[src/rtl/rtsm_pkg.sv]
// ----------------------------------------------------------------------------
// rtsm_pkg
// Shared types and constants for the resistive touch sample mapper: request
// and result layouts, calibration register map and arithmetic constants.
// ----------------------------------------------------------------------------
package rtsm_pkg;

    localparam int SAMPLE_W   = 12;
    localparam int PRESSURE_W = 13;
    localparam int PIXEL_X_W  = 9;
    localparam int PIXEL_Y_W  = 8;
    localparam int SUM_W      = 15;
    localparam int CFG_ADDR_W = 5;
    localparam int CFG_DATA_W = 32;

    // Division by five as a multiply by a rounded-up reciprocal and a shift.
    localparam logic [15:0] MEAN_RECIP = 16'd52429;
    localparam int          MEAN_SHIFT = 18;

    // Quotient bits resolved by the divider pipeline, one per stage.
    localparam int DIV_BITS = 12;

    // Lane pipeline stages: sum, mean, product, magnitude, overflow check,
    // one stage per quotient bit, clamp.
    localparam int LANE_LAT = 5 + DIV_BITS + 1;

    localparam logic [PRESSURE_W-1:0] FULL_SCALE = 13'd4095;

    localparam logic [SAMPLE_W-1:0] X_LOW_RST  = 12'd650;
    localparam logic [SAMPLE_W-1:0] X_HIGH_RST = 12'd3200;
    localparam logic [SAMPLE_W-1:0] Y_LOW_RST  = 12'd650;
    localparam logic [SAMPLE_W-1:0] Y_HIGH_RST = 12'd3100;
    localparam logic [SAMPLE_W-1:0] THRESH_RST = 12'd350;

    localparam logic [2:0] REG_X_LOW  = 3'd0;
    localparam logic [2:0] REG_X_HIGH = 3'd1;
    localparam logic [2:0] REG_Y_LOW  = 3'd2;
    localparam logic [2:0] REG_Y_HIGH = 3'd3;
    localparam logic [2:0] REG_THRESH = 3'd4;

    typedef struct packed {
        logic [SAMPLE_W-1:0] z1_sample;
        logic [SAMPLE_W-1:0] z2_sample;
        logic [SAMPLE_W-1:0] x_sample_0;
        logic [SAMPLE_W-1:0] x_sample_1;
        logic [SAMPLE_W-1:0] x_sample_2;
        logic [SAMPLE_W-1:0] x_sample_3;
        logic [SAMPLE_W-1:0] x_sample_4;
        logic [SAMPLE_W-1:0] y_sample_0;
        logic [SAMPLE_W-1:0] y_sample_1;
        logic [SAMPLE_W-1:0] y_sample_2;
        logic [SAMPLE_W-1:0] y_sample_3;
        logic [SAMPLE_W-1:0] y_sample_4;
    } t_touch_req;

    typedef struct packed {
        logic                  pressed;
        logic [PRESSURE_W-1:0] pressure;
        logic [PIXEL_X_W-1:0]  pixel_x;
        logic [PIXEL_Y_W-1:0]  pixel_y;
        logic [SAMPLE_W-1:0]   raw_x_mean;
        logic [SAMPLE_W-1:0]   raw_y_mean;
    } t_touch_res;

    typedef struct packed {
        logic [SAMPLE_W-1:0] x_raw_low;
        logic [SAMPLE_W-1:0] x_raw_high;
        logic [SAMPLE_W-1:0] y_raw_low;
        logic [SAMPLE_W-1:0] y_raw_high;
        logic [SAMPLE_W-1:0] press_threshold;
    } t_cal;

    typedef struct packed {
        logic [SAMPLE_W-1:0] coord;
        logic [SAMPLE_W-1:0] mean;
    } t_lane_out;

endpackage

[src/rtl/resistive_touch_sample_mapper.sv]
// ----------------------------------------------------------------------------
// resistive_touch_sample_mapper
// Turns one touch poll into pen state, pressure, calibrated screen
// coordinates and raw sample means.
// ----------------------------------------------------------------------------
// Usage: drive a poll on i_req and raise start; busy stays low, so a request
// is taken on every cycle that start is high, one per cycle if need be.
// Each request yields exactly one result on o_res, shown for one cycle with
// o_strobe high once it has passed the lanes and the output register. Results
// leave in request order and the sink must take them as they come.
// The X and Y axes run in two lanes side by side; each lane's latency is set
// by its restoring divider, which resolves one quotient bit per stage, so
// throughput is one request per cycle.
// Calibration registers sit on the APB-style port at byte addresses 0, 4, 8,
// 12 and 16. The user must write them only while no request is in flight; the
// block does not enforce it. pready is always high. Reset restores the
// defaults and empties the pipeline; earlier requests then give no strobe.
// ----------------------------------------------------------------------------
module resistive_touch_sample_mapper
    import rtsm_pkg::*;
#(
    parameter int H_RES = 320,
    parameter int V_RES = 240
) (
    input  logic                  i_clk,
    input  logic                  i_rst_n,
    input  logic                  start,
    output logic                  busy,
    input  t_touch_req            i_req,
    output logic                  o_strobe,
    output t_touch_res            o_res,
    input  logic                  psel,
    input  logic                  penable,
    input  logic                  pwrite,
    input  logic [CFG_ADDR_W-1:0] paddr,
    input  logic [CFG_DATA_W-1:0] pwdata,
    output logic [CFG_DATA_W-1:0] prdata,
    output logic                  pready
);

    t_cal                  cal;
    t_touch_req            r_req;
    logic [LANE_LAT:0]     r_vld;
    logic [LANE_LAT:1]     r_down;
    logic [PRESSURE_W-1:0] r_prs [1:LANE_LAT];
    logic [PRESSURE_W-1:0] n_prs;
    t_lane_out             lane_x;
    t_lane_out             lane_y;
    logic                  r_strobe;
    t_touch_res            r_res;
    logic                  down_now;

    assign busy = 1'b0;

    rtsm_regs u_regs (
        .i_clk   (i_clk),
        .i_rst_n (i_rst_n),
        .psel    (psel),
        .penable (penable),
        .pwrite  (pwrite),
        .paddr   (paddr),
        .pwdata  (pwdata),
        .prdata  (prdata),
        .pready  (pready),
        .o_cal   (cal)
    );

    always_ff @(posedge i_clk) begin
        if (start) begin
            r_req <= i_req;
        end
    end

    // Pressure never goes negative with 12-bit samples, so no clamp is needed.
    assign n_prs = FULL_SCALE + PRESSURE_W'(r_req.z1_sample)
                   - PRESSURE_W'(r_req.z2_sample);
    assign down_now = n_prs > PRESSURE_W'(cal.press_threshold);

    always_ff @(posedge i_clk) begin
        if (!i_rst_n) begin
            r_vld <= '0;
        end else begin
            r_vld <= {r_vld[LANE_LAT-1:0], start};
        end
    end

    // Pressure and pen state travel alongside the lanes.
    always_ff @(posedge i_clk) begin
        r_prs[1]  <= n_prs;
        r_down[1] <= down_now;
        for (int k = 2; k <= LANE_LAT; k++) begin
            r_prs[k]  <= r_prs[k-1];
            r_down[k] <= r_down[k-1];
        end
    end

    rtsm_lane #(.RES(H_RES)) u_lane_x (
        .i_clk  (i_clk),
        .i_s0   (r_req.x_sample_0),
        .i_s1   (r_req.x_sample_1),
        .i_s2   (r_req.x_sample_2),
        .i_s3   (r_req.x_sample_3),
        .i_s4   (r_req.x_sample_4),
        .i_lo   (cal.x_raw_low),
        .i_hi   (cal.x_raw_high),
        .o_lane (lane_x)
    );

    rtsm_lane #(.RES(V_RES)) u_lane_y (
        .i_clk  (i_clk),
        .i_s0   (r_req.y_sample_0),
        .i_s1   (r_req.y_sample_1),
        .i_s2   (r_req.y_sample_2),
        .i_s3   (r_req.y_sample_3),
        .i_s4   (r_req.y_sample_4),
        .i_lo   (cal.y_raw_low),
        .i_hi   (cal.y_raw_high),
        .o_lane (lane_y)
    );

    // Merge: a released pen reports zero coordinates and means.
    always_ff @(posedge i_clk) begin
        if (!i_rst_n) begin
            r_strobe <= 1'b0;
        end else begin
            r_strobe <= r_vld[LANE_LAT];
        end
    end

    always_ff @(posedge i_clk) begin
        r_res.pressed    <= r_down[LANE_LAT];
        r_res.pressure   <= r_prs[LANE_LAT];
        r_res.pixel_x    <= r_down[LANE_LAT] ? lane_x.coord[PIXEL_X_W-1:0] : '0;
        r_res.pixel_y    <= r_down[LANE_LAT] ? lane_y.coord[PIXEL_Y_W-1:0] : '0;
        r_res.raw_x_mean <= r_down[LANE_LAT] ? lane_x.mean : '0;
        r_res.raw_y_mean <= r_down[LANE_LAT] ? lane_y.mean : '0;
    end

    assign o_strobe = r_strobe;
    assign o_res    = r_res;

endmodule

[src/rtl/rtsm_regs.sv]
// ----------------------------------------------------------------------------
// rtsm_regs
// APB-style calibration register file: window limits for both axes and the
// pen-down pressure threshold.
// ----------------------------------------------------------------------------
module rtsm_regs
    import rtsm_pkg::*;
(
    input  logic                  i_clk,
    input  logic                  i_rst_n,
    input  logic                  psel,
    input  logic                  penable,
    input  logic                  pwrite,
    input  logic [CFG_ADDR_W-1:0] paddr,
    input  logic [CFG_DATA_W-1:0] pwdata,
    output logic [CFG_DATA_W-1:0] prdata,
    output logic                  pready,
    output t_cal                  o_cal
);

    t_cal       r_cal;
    logic       wr_en;
    logic [2:0] reg_idx;

    assign pready  = 1'b1;
    assign wr_en   = psel & penable & pwrite;
    assign reg_idx = paddr[CFG_ADDR_W-1:2];
    assign o_cal   = r_cal;

    always_ff @(posedge i_clk) begin
        if (!i_rst_n) begin
            r_cal.x_raw_low       <= X_LOW_RST;
            r_cal.x_raw_high      <= X_HIGH_RST;
            r_cal.y_raw_low       <= Y_LOW_RST;
            r_cal.y_raw_high      <= Y_HIGH_RST;
            r_cal.press_threshold <= THRESH_RST;
        end else if (wr_en) begin
            unique case (reg_idx)
                REG_X_LOW:  r_cal.x_raw_low       <= pwdata[SAMPLE_W-1:0];
                REG_X_HIGH: r_cal.x_raw_high      <= pwdata[SAMPLE_W-1:0];
                REG_Y_LOW:  r_cal.y_raw_low       <= pwdata[SAMPLE_W-1:0];
                REG_Y_HIGH: r_cal.y_raw_high      <= pwdata[SAMPLE_W-1:0];
                REG_THRESH: r_cal.press_threshold <= pwdata[SAMPLE_W-1:0];
                default: ;
            endcase
        end
    end

    always_comb begin
        prdata = '0;
        unique case (reg_idx)
            REG_X_LOW:  prdata[SAMPLE_W-1:0] = r_cal.x_raw_low;
            REG_X_HIGH: prdata[SAMPLE_W-1:0] = r_cal.x_raw_high;
            REG_Y_LOW:  prdata[SAMPLE_W-1:0] = r_cal.y_raw_low;
            REG_Y_HIGH: prdata[SAMPLE_W-1:0] = r_cal.y_raw_high;
            REG_THRESH: prdata[SAMPLE_W-1:0] = r_cal.press_threshold;
            default:    prdata = '0;
        endcase
    end

endmodule

[src/rtl/rtsm_lane.sv]
// ----------------------------------------------------------------------------
// rtsm_lane
// One axis: averages five samples, maps the mean through the calibration
// window with a pipelined divider on magnitudes, clamps and inverts.
// ----------------------------------------------------------------------------
module rtsm_lane
    import rtsm_pkg::*;
#(
    parameter int RES = 320
) (
    input  logic                i_clk,
    input  logic [SAMPLE_W-1:0] i_s0,
    input  logic [SAMPLE_W-1:0] i_s1,
    input  logic [SAMPLE_W-1:0] i_s2,
    input  logic [SAMPLE_W-1:0] i_s3,
    input  logic [SAMPLE_W-1:0] i_s4,
    input  logic [SAMPLE_W-1:0] i_lo,
    input  logic [SAMPLE_W-1:0] i_hi,
    output t_lane_out           o_lane
);

    localparam logic [SAMPLE_W-1:0] SPAN = SAMPLE_W'(RES - 1);
    localparam int PROD_W = 2 * (SAMPLE_W + 1);
    localparam int NUM_W  = 2 * SAMPLE_W;

    typedef struct packed {
        logic [SAMPLE_W-1:0] rem;
        logic [DIV_BITS-1:0] quo;
        logic [DIV_BITS-1:0] low;
        logic [SAMPLE_W-1:0] den;
        logic                ovf;
        logic                zero;
        logic [SAMPLE_W-1:0] mean;
    } t_div_st;

    logic [SUM_W-1:0]             r_sum;
    logic [SAMPLE_W-1:0]          r_mean;
    logic [SUM_W+15:0]            mean_prod;
    logic signed [PROD_W-1:0]     r_prod;
    logic signed [SAMPLE_W:0]     r_wid;
    logic [SAMPLE_W-1:0]          r_mean3;
    logic [NUM_W-1:0]             r_num;
    logic [SAMPLE_W-1:0]          r_den;
    logic                         r_zero;
    logic [SAMPLE_W-1:0]          r_mean4;
    t_div_st                      r_st [0:DIV_BITS];
    t_lane_out                    r_out;

    logic signed [SAMPLE_W:0]     diff;
    logic signed [SAMPLE_W:0]     wid;
    logic signed [PROD_W-1:0]     diff_ext;
    logic signed [PROD_W-1:0]     span_ext;
    logic signed [PROD_W-1:0]     prod_neg;
    logic signed [SAMPLE_W:0]     wid_neg;
    logic                         neg_p;
    logic                         neg_w;
    logic [SAMPLE_W-1:0]          v;

    // Mean of five: 15-bit sum times the reciprocal, exact for every sum.
    always_ff @(posedge i_clk) begin
        r_sum  <= SUM_W'(i_s0) + SUM_W'(i_s1) + SUM_W'(i_s2) + SUM_W'(i_s3)
                  + SUM_W'(i_s4);
        r_mean <= mean_prod[MEAN_SHIFT+SAMPLE_W-1:MEAN_SHIFT];
    end

    assign mean_prod = (SUM_W+16)'(r_sum) * (SUM_W+16)'(MEAN_RECIP);

    assign diff     = $signed({1'b0, r_mean}) - $signed({1'b0, i_lo});
    assign wid      = $signed({1'b0, i_hi}) - $signed({1'b0, i_lo});
    assign diff_ext = PROD_W'(diff);
    assign span_ext = $signed(PROD_W'(SPAN));

    always_ff @(posedge i_clk) begin
        r_prod  <= diff_ext * span_ext;
        r_wid   <= wid;
        r_mean3 <= r_mean;
    end

    // Work on magnitudes; a negative quotient clamps to zero, as does an
    // empty window.
    assign neg_p    = r_prod[PROD_W-1];
    assign neg_w    = r_wid[SAMPLE_W];
    assign prod_neg = -r_prod;
    assign wid_neg  = -r_wid;

    always_ff @(posedge i_clk) begin
        r_num   <= neg_p ? prod_neg[NUM_W-1:0] : r_prod[NUM_W-1:0];
        r_den   <= neg_w ? wid_neg[SAMPLE_W-1:0] : r_wid[SAMPLE_W-1:0];
        r_zero  <= (r_wid == '0) | (neg_p ^ neg_w);
        r_mean4 <= r_mean3;
    end

    // Any quotient of 4096 or more saturates; otherwise the upper half of
    // the numerator is already below the divisor.
    always_ff @(posedge i_clk) begin
        r_st[0].rem  <= r_num[NUM_W-1:DIV_BITS];
        r_st[0].quo  <= '0;
        r_st[0].low  <= r_num[DIV_BITS-1:0];
        r_st[0].den  <= r_den;
        r_st[0].ovf  <= r_num[NUM_W-1:DIV_BITS] >= r_den;
        r_st[0].zero <= r_zero;
        r_st[0].mean <= r_mean4;
    end

    for (genvar k = 1; k <= DIV_BITS; k++) begin : g_div
        logic [SAMPLE_W:0] trial;
        logic              fits;

        assign trial = {r_st[k-1].rem, r_st[k-1].low[DIV_BITS-1]};
        assign fits  = trial >= {1'b0, r_st[k-1].den};

        always_ff @(posedge i_clk) begin
            r_st[k].rem  <= fits ? SAMPLE_W'(trial - {1'b0, r_st[k-1].den})
                                 : trial[SAMPLE_W-1:0];
            r_st[k].quo  <= {r_st[k-1].quo[DIV_BITS-2:0], fits};
            r_st[k].low  <= {r_st[k-1].low[DIV_BITS-2:0], 1'b0};
            r_st[k].den  <= r_st[k-1].den;
            r_st[k].ovf  <= r_st[k-1].ovf;
            r_st[k].zero <= r_st[k-1].zero;
            r_st[k].mean <= r_st[k-1].mean;
        end
    end

    always_comb begin
        if (r_st[DIV_BITS].zero) begin
            v = '0;
        end else if (r_st[DIV_BITS].ovf || (r_st[DIV_BITS].quo > SPAN)) begin
            v = SPAN;
        end else begin
            v = r_st[DIV_BITS].quo;
        end
    end

    always_ff @(posedge i_clk) begin
        r_out.coord <= SPAN - v;
        r_out.mean  <= r_st[DIV_BITS].mean;
    end

    assign o_lane = r_out;

endmodule
[config.mk]
export PLATFORM = sky130hd
export DESIGN_NAME = resistive_touch_sample_mapper
export DESIGN_NICKNAME = d
export VERILOG_FILES = /design/src/rtl/rtsm_pkg.sv /design/src/rtl/resistive_touch_sample_mapper.sv /design/src/rtl/rtsm_regs.sv /design/src/rtl/rtsm_lane.sv
export SDC_FILE = /design/constraint.sdc
export NUM_CORES = 2
export LEC_CHECK = 0
export BUFFER_PORTS_ARGS = -buffer_cell sky130_fd_sc_hd__clkbuf_2
export CAP_MARGIN = 10
export CORE_UTILIZATION = 30
export DETAILED_ROUTE_END_ITERATION = 8
export PLACE_DENSITY = 0.43
export SYNTH_ARGS = -nofsm -noshare
export SYNTH_HDL_FRONTEND = slang
export SYNTH_SLANG_ARGS = --single-unit
[constraint.sdc]
create_clock -name i_clk -period 16.6 [get_ports i_clk]
set_input_delay 0.83 -clock i_clk [delete_from_list [all_inputs] [get_ports i_clk]]
set_output_delay 0.83 -clock i_clk [all_outputs]
set_load 0.005 [all_outputs]
==> results.py <==
metrics = {
    "cts": {
        "cts_tree": "built",
        "clockRootBuffer": "clkbuf_16",
        "clk_latency_ps": 890,
        "clk_pin_slew_worst_paths_ps": 70,
        "cts_sinks": 2071,
        "ctsResizeCount": 0,
        "cts_buffer_depth": 4,
        "cts_buffers": 226,
        "cts_htree_levels": 4,
        "post_cts_buffers": 0,
        "cts_hold_buf": 0,
    },
    "worst_hold_path": {
        "min_path_cells": 1,
        "worstHoldStart": "i_req[48]",
        "hold_class": "in -> reg",
        "hold_path_end": "r_req[48]$_DFFE_PP_",
    },
    "floorplan": {
        "core_area_um2": 268900,
        "rows": 190,
        "die_area_um2": 273400,
        "ioPinCount": 277,
        "start_util_pct": 30.28,
        "die_x_um": 522.9,
        "die_h_um": 522.9,
    },
    "drt": {
        "wl_um": 157800,
        "vias": 46820,
        "drc": 0,
        "antenna_left": 0,
        "vias_per_cell": 4.166,
        "wl_per_cell_um": 14.04,
        "dr.pass1.iters": 7,
        "drt_iter0_markers": 1611,
    },
    "worst_setup_path": {
        "cp_common_cell": "inv_1",
        "cpPeakStageDelay_ps": 870,
        "path_class": "reg -> reg",
        "cp_slowest_cell": "o41ai_1",
        "required_ps": 17320,
        "worstReg2RegEnd": "u_lane_x.r_prod[21]$_DFF_P_",
        "rr_worst_depth": 25,
        "endpoint_kind": "flip-flop",
        "start_kind": "flip-flop",
        "crit_arrival_ps": 8620,
        "r2r-start": "u_regs.o_cal[49]$_SDFFE_PN1P_",
        "worstPathMaxFanout": 5,
        "rrSetupSlack_ps": 8710,
    },
    "synthesis": {
        "synth_cell_types": 72,
        "synth-edff-count": 144,
        "syn_avg_cell_area_um2": 11.51,
        "netlist_area_um2": 81410,
        "synth_cells": 7074,
        "ys_warn_count": 0,
        "synth_flop_cell": "dfxtp_1",
        "ys_seq_elements": 2071,
        "async_flop_share_pct": 0,
        "ys_seq_area_share_pct": 52.70,
    },
    "sta": {
        "finalHoldViolCount": 0,
        "finalWorstSetupSlack_ps": 8706,
        "fin_crit_sh_pct": 47.56,
        "setup_tns_ps": 0,
        "rsz0062_at_grt": "no",
        "slew_headroom_pct": 24.02,
        "period_minus_slack_ps": 7894,
        "holdWs_ps": 109.0,
        "max_freq_mhz": 126.7,
        "tightest_slew_ps": 1132,
        "setup_viol": 0,
        "clock_skew_ps": 83.59,
        "drv_slew": 0,
    },
    "final_layout": {
        "area.growth.synth_to_final_pct": 16.17,
        "fillCellCount": 26470,
        "drive_gt1_share_pct": 11.08,
        "nNetsFinal": 8761,
    },
    "placement": {
        "hpwl_um": 122200,
        "port_buffers": 232,
        "dpl_worst_slack_ps": 8618,
        "gp_congestion": 0.8140,
    },
    "grt": {
        "grt_max_degree": 81,
        "grt-ovfl-total": 0,
        "grt_pass1_wl_um": 254100,
        "grtUsageMet2_pct": 19.48,
        "use_met1_pct": 14.28,
        "grtUsageTotal_pct": 11.51,
        "busiest_layer": "met2",
        "grt_pass1_vias": 48770,
        "antenna_found_initial": 12,
        "grt_use_met3_pct": 2.248,
    },
    "job": {
        "max_cap_viol_count": 0,
    },
    "status": {
        "outcome": "finished clean",
    },
}
## critical path: cells and delay by family, from the launching register on
kind                     cells  cell delay (ps)
buffers and inverters        5              570
flip-flops                   1              450
AO/OA/AOI/OAI                7             2490
AND/OR/NAND/NOR              4              480
XOR/XNOR                     2              710
adder cells (fa/ha/maj)      7             3020
## how the worst max path moves through the flow
stage                                       start                          end  cells past startpoint
floorplan           u_regs.o_cal[48]$_SDFFE_PN0P_  u_lane_x.r_prod[22]$_DFF_P_                     26
global placement    u_regs.o_cal[49]$_SDFFE_PN1P_  u_lane_x.r_prod[21]$_DFF_P_                     25
detailed placement  u_regs.o_cal[49]$_SDFFE_PN1P_  u_lane_x.r_prod[21]$_DFF_P_                     25
CTS                 u_regs.o_cal[49]$_SDFFE_PN1P_  u_lane_x.r_prod[21]$_DFF_P_                     25
global route        u_regs.o_cal[49]$_SDFFE_PN1P_  u_lane_x.r_prod[21]$_DFF_P_                     25
finish              u_regs.o_cal[49]$_SDFFE_PN1P_  u_lane_x.r_prod[21]$_DFF_P_                     25
## final cells by class
type / instances / area [um2] / share of cell area, %
antenna: 7 / 17.52 / 0.01852
clock buffer: 312 / 6516 / 6.891
clock inverter: 103 / 1197 / 1.266
inverter: 1090 / 4091 / 4.326
multi-input combinational: 3852 / 34080 / 36.04
sequential: 2071 / 42900 / 45.37
tap: 3552 / 4444 / 4.700
timing repair buffer: 252 / 1318 / 1.393
## state kept, by name, indices dropped and copies added (netlist names), 13 cells and up
| signal | count |
|---|---|
| u_lane_y.r_st | 626 |
| o_res | 55 |
| r_prs | 234 |
| u_lane_x.r_st | 626 |
| u_lane_y.r_sum | 15 |
| r_req | 144 |
| u_lane_x.r_wid | 13 |
| r_vld | 19 |
| u_regs.o_cal | 60 |
| u_lane_x.r_num | 24 |
| u_lane_x.r_sum | 15 |
| u_lane_x.r_prod | 23 |
| u_lane_x.o_lane | 21 |
| u_lane_y.o_lane | 20 |
| u_lane_y.r_prod | 22 |
| u_lane_y.r_wid | 13 |
| u_lane_y.r_num | 24 |
| r_down | 18 |
## through the flow
stage / utilization, % / cells / cell area, um2
floorplan: - / 7097 / 81490
global placement: 32.30 / 10820 / 86840
detailed placement: 32.30 / 10820 / 86840
CTS: 35.17 / 11230 / 94550
global route: 35.17 / 11230 / 94560
finish: 35.17 / 11240 / 94570
## placed cells by master, fill, tap and decap left out, drive strengths merged, types with 43 or more instances in the layout
master,count
a21boi,68
a21o,106
a21oi,223
and2,85
clkbuf,543
clkinv,62
dfxtp,1927
edfxtp,144
fa,308
ha,773
inv,1105
mux2,190
mux2i,85
nand2,292
nand2b,47
nand4,74
nor2,250
nor2b,112
nor3,117
o21a,51
o21ai,210
o21bai,43
or3,44
xnor2,276
xor2,89
## synthesized netlist by cell type (all sizes together) (27+ instances only)
library cell	number	share of area [%]
nand2	292	1.3
o21a	51	0.47
a21o	106	0.98
and3	27	0.21
o31ai	37	0.36
nand4	74	0.57
or3	44	0.34
ha	773	12
nor3	117	0.72
buf	46	0.35
xnor2	276	3.0
clkbuf	38	0.18
and2	85	0.65
nand3	41	0.25
fa	308	7.6
a211oi	33	0.30
a21oi	223	1.4
dfxtp	1927	47
nand2b	47	0.36
a21boi	68	0.63
edfxtp	144	5.3
mux2i	85	1.0
inv	1090	5.0
o21ai	210	1.3
o21bai	43	0.40
xor2	89	0.96
nor2	250	1.2
mux2	190	2.6
nor2b	112	0.86
## logic make-up after synthesis
family	Yosys count	synth area share [%]
muxes	275	3.673
DFF	2071	52.70
and+or+nand+nor	1163	7.127
xor gates and xnor gates	365	3.927
AOI/OAI and AO/OA	943	7.560
buffers and inverters	1174	5.548
other	2	0.009225
adders and majority gates	1081	19.45
## routing by layer
metal / part of all wire (%) / up-vias / wire [um]
li1: - / 24200 / -
met1: 46 / 21610 / 71870
met2: 46 / 683 / 73060
met3: 4.4 / 320 / 6927
met4: 3.7 / 10 / 5879
met5: 0.040 / - / 63
Power is left out: the tool's default activity adds up to more than one toggle a clock period on the data nets, which glitch-free logic cannot reach.
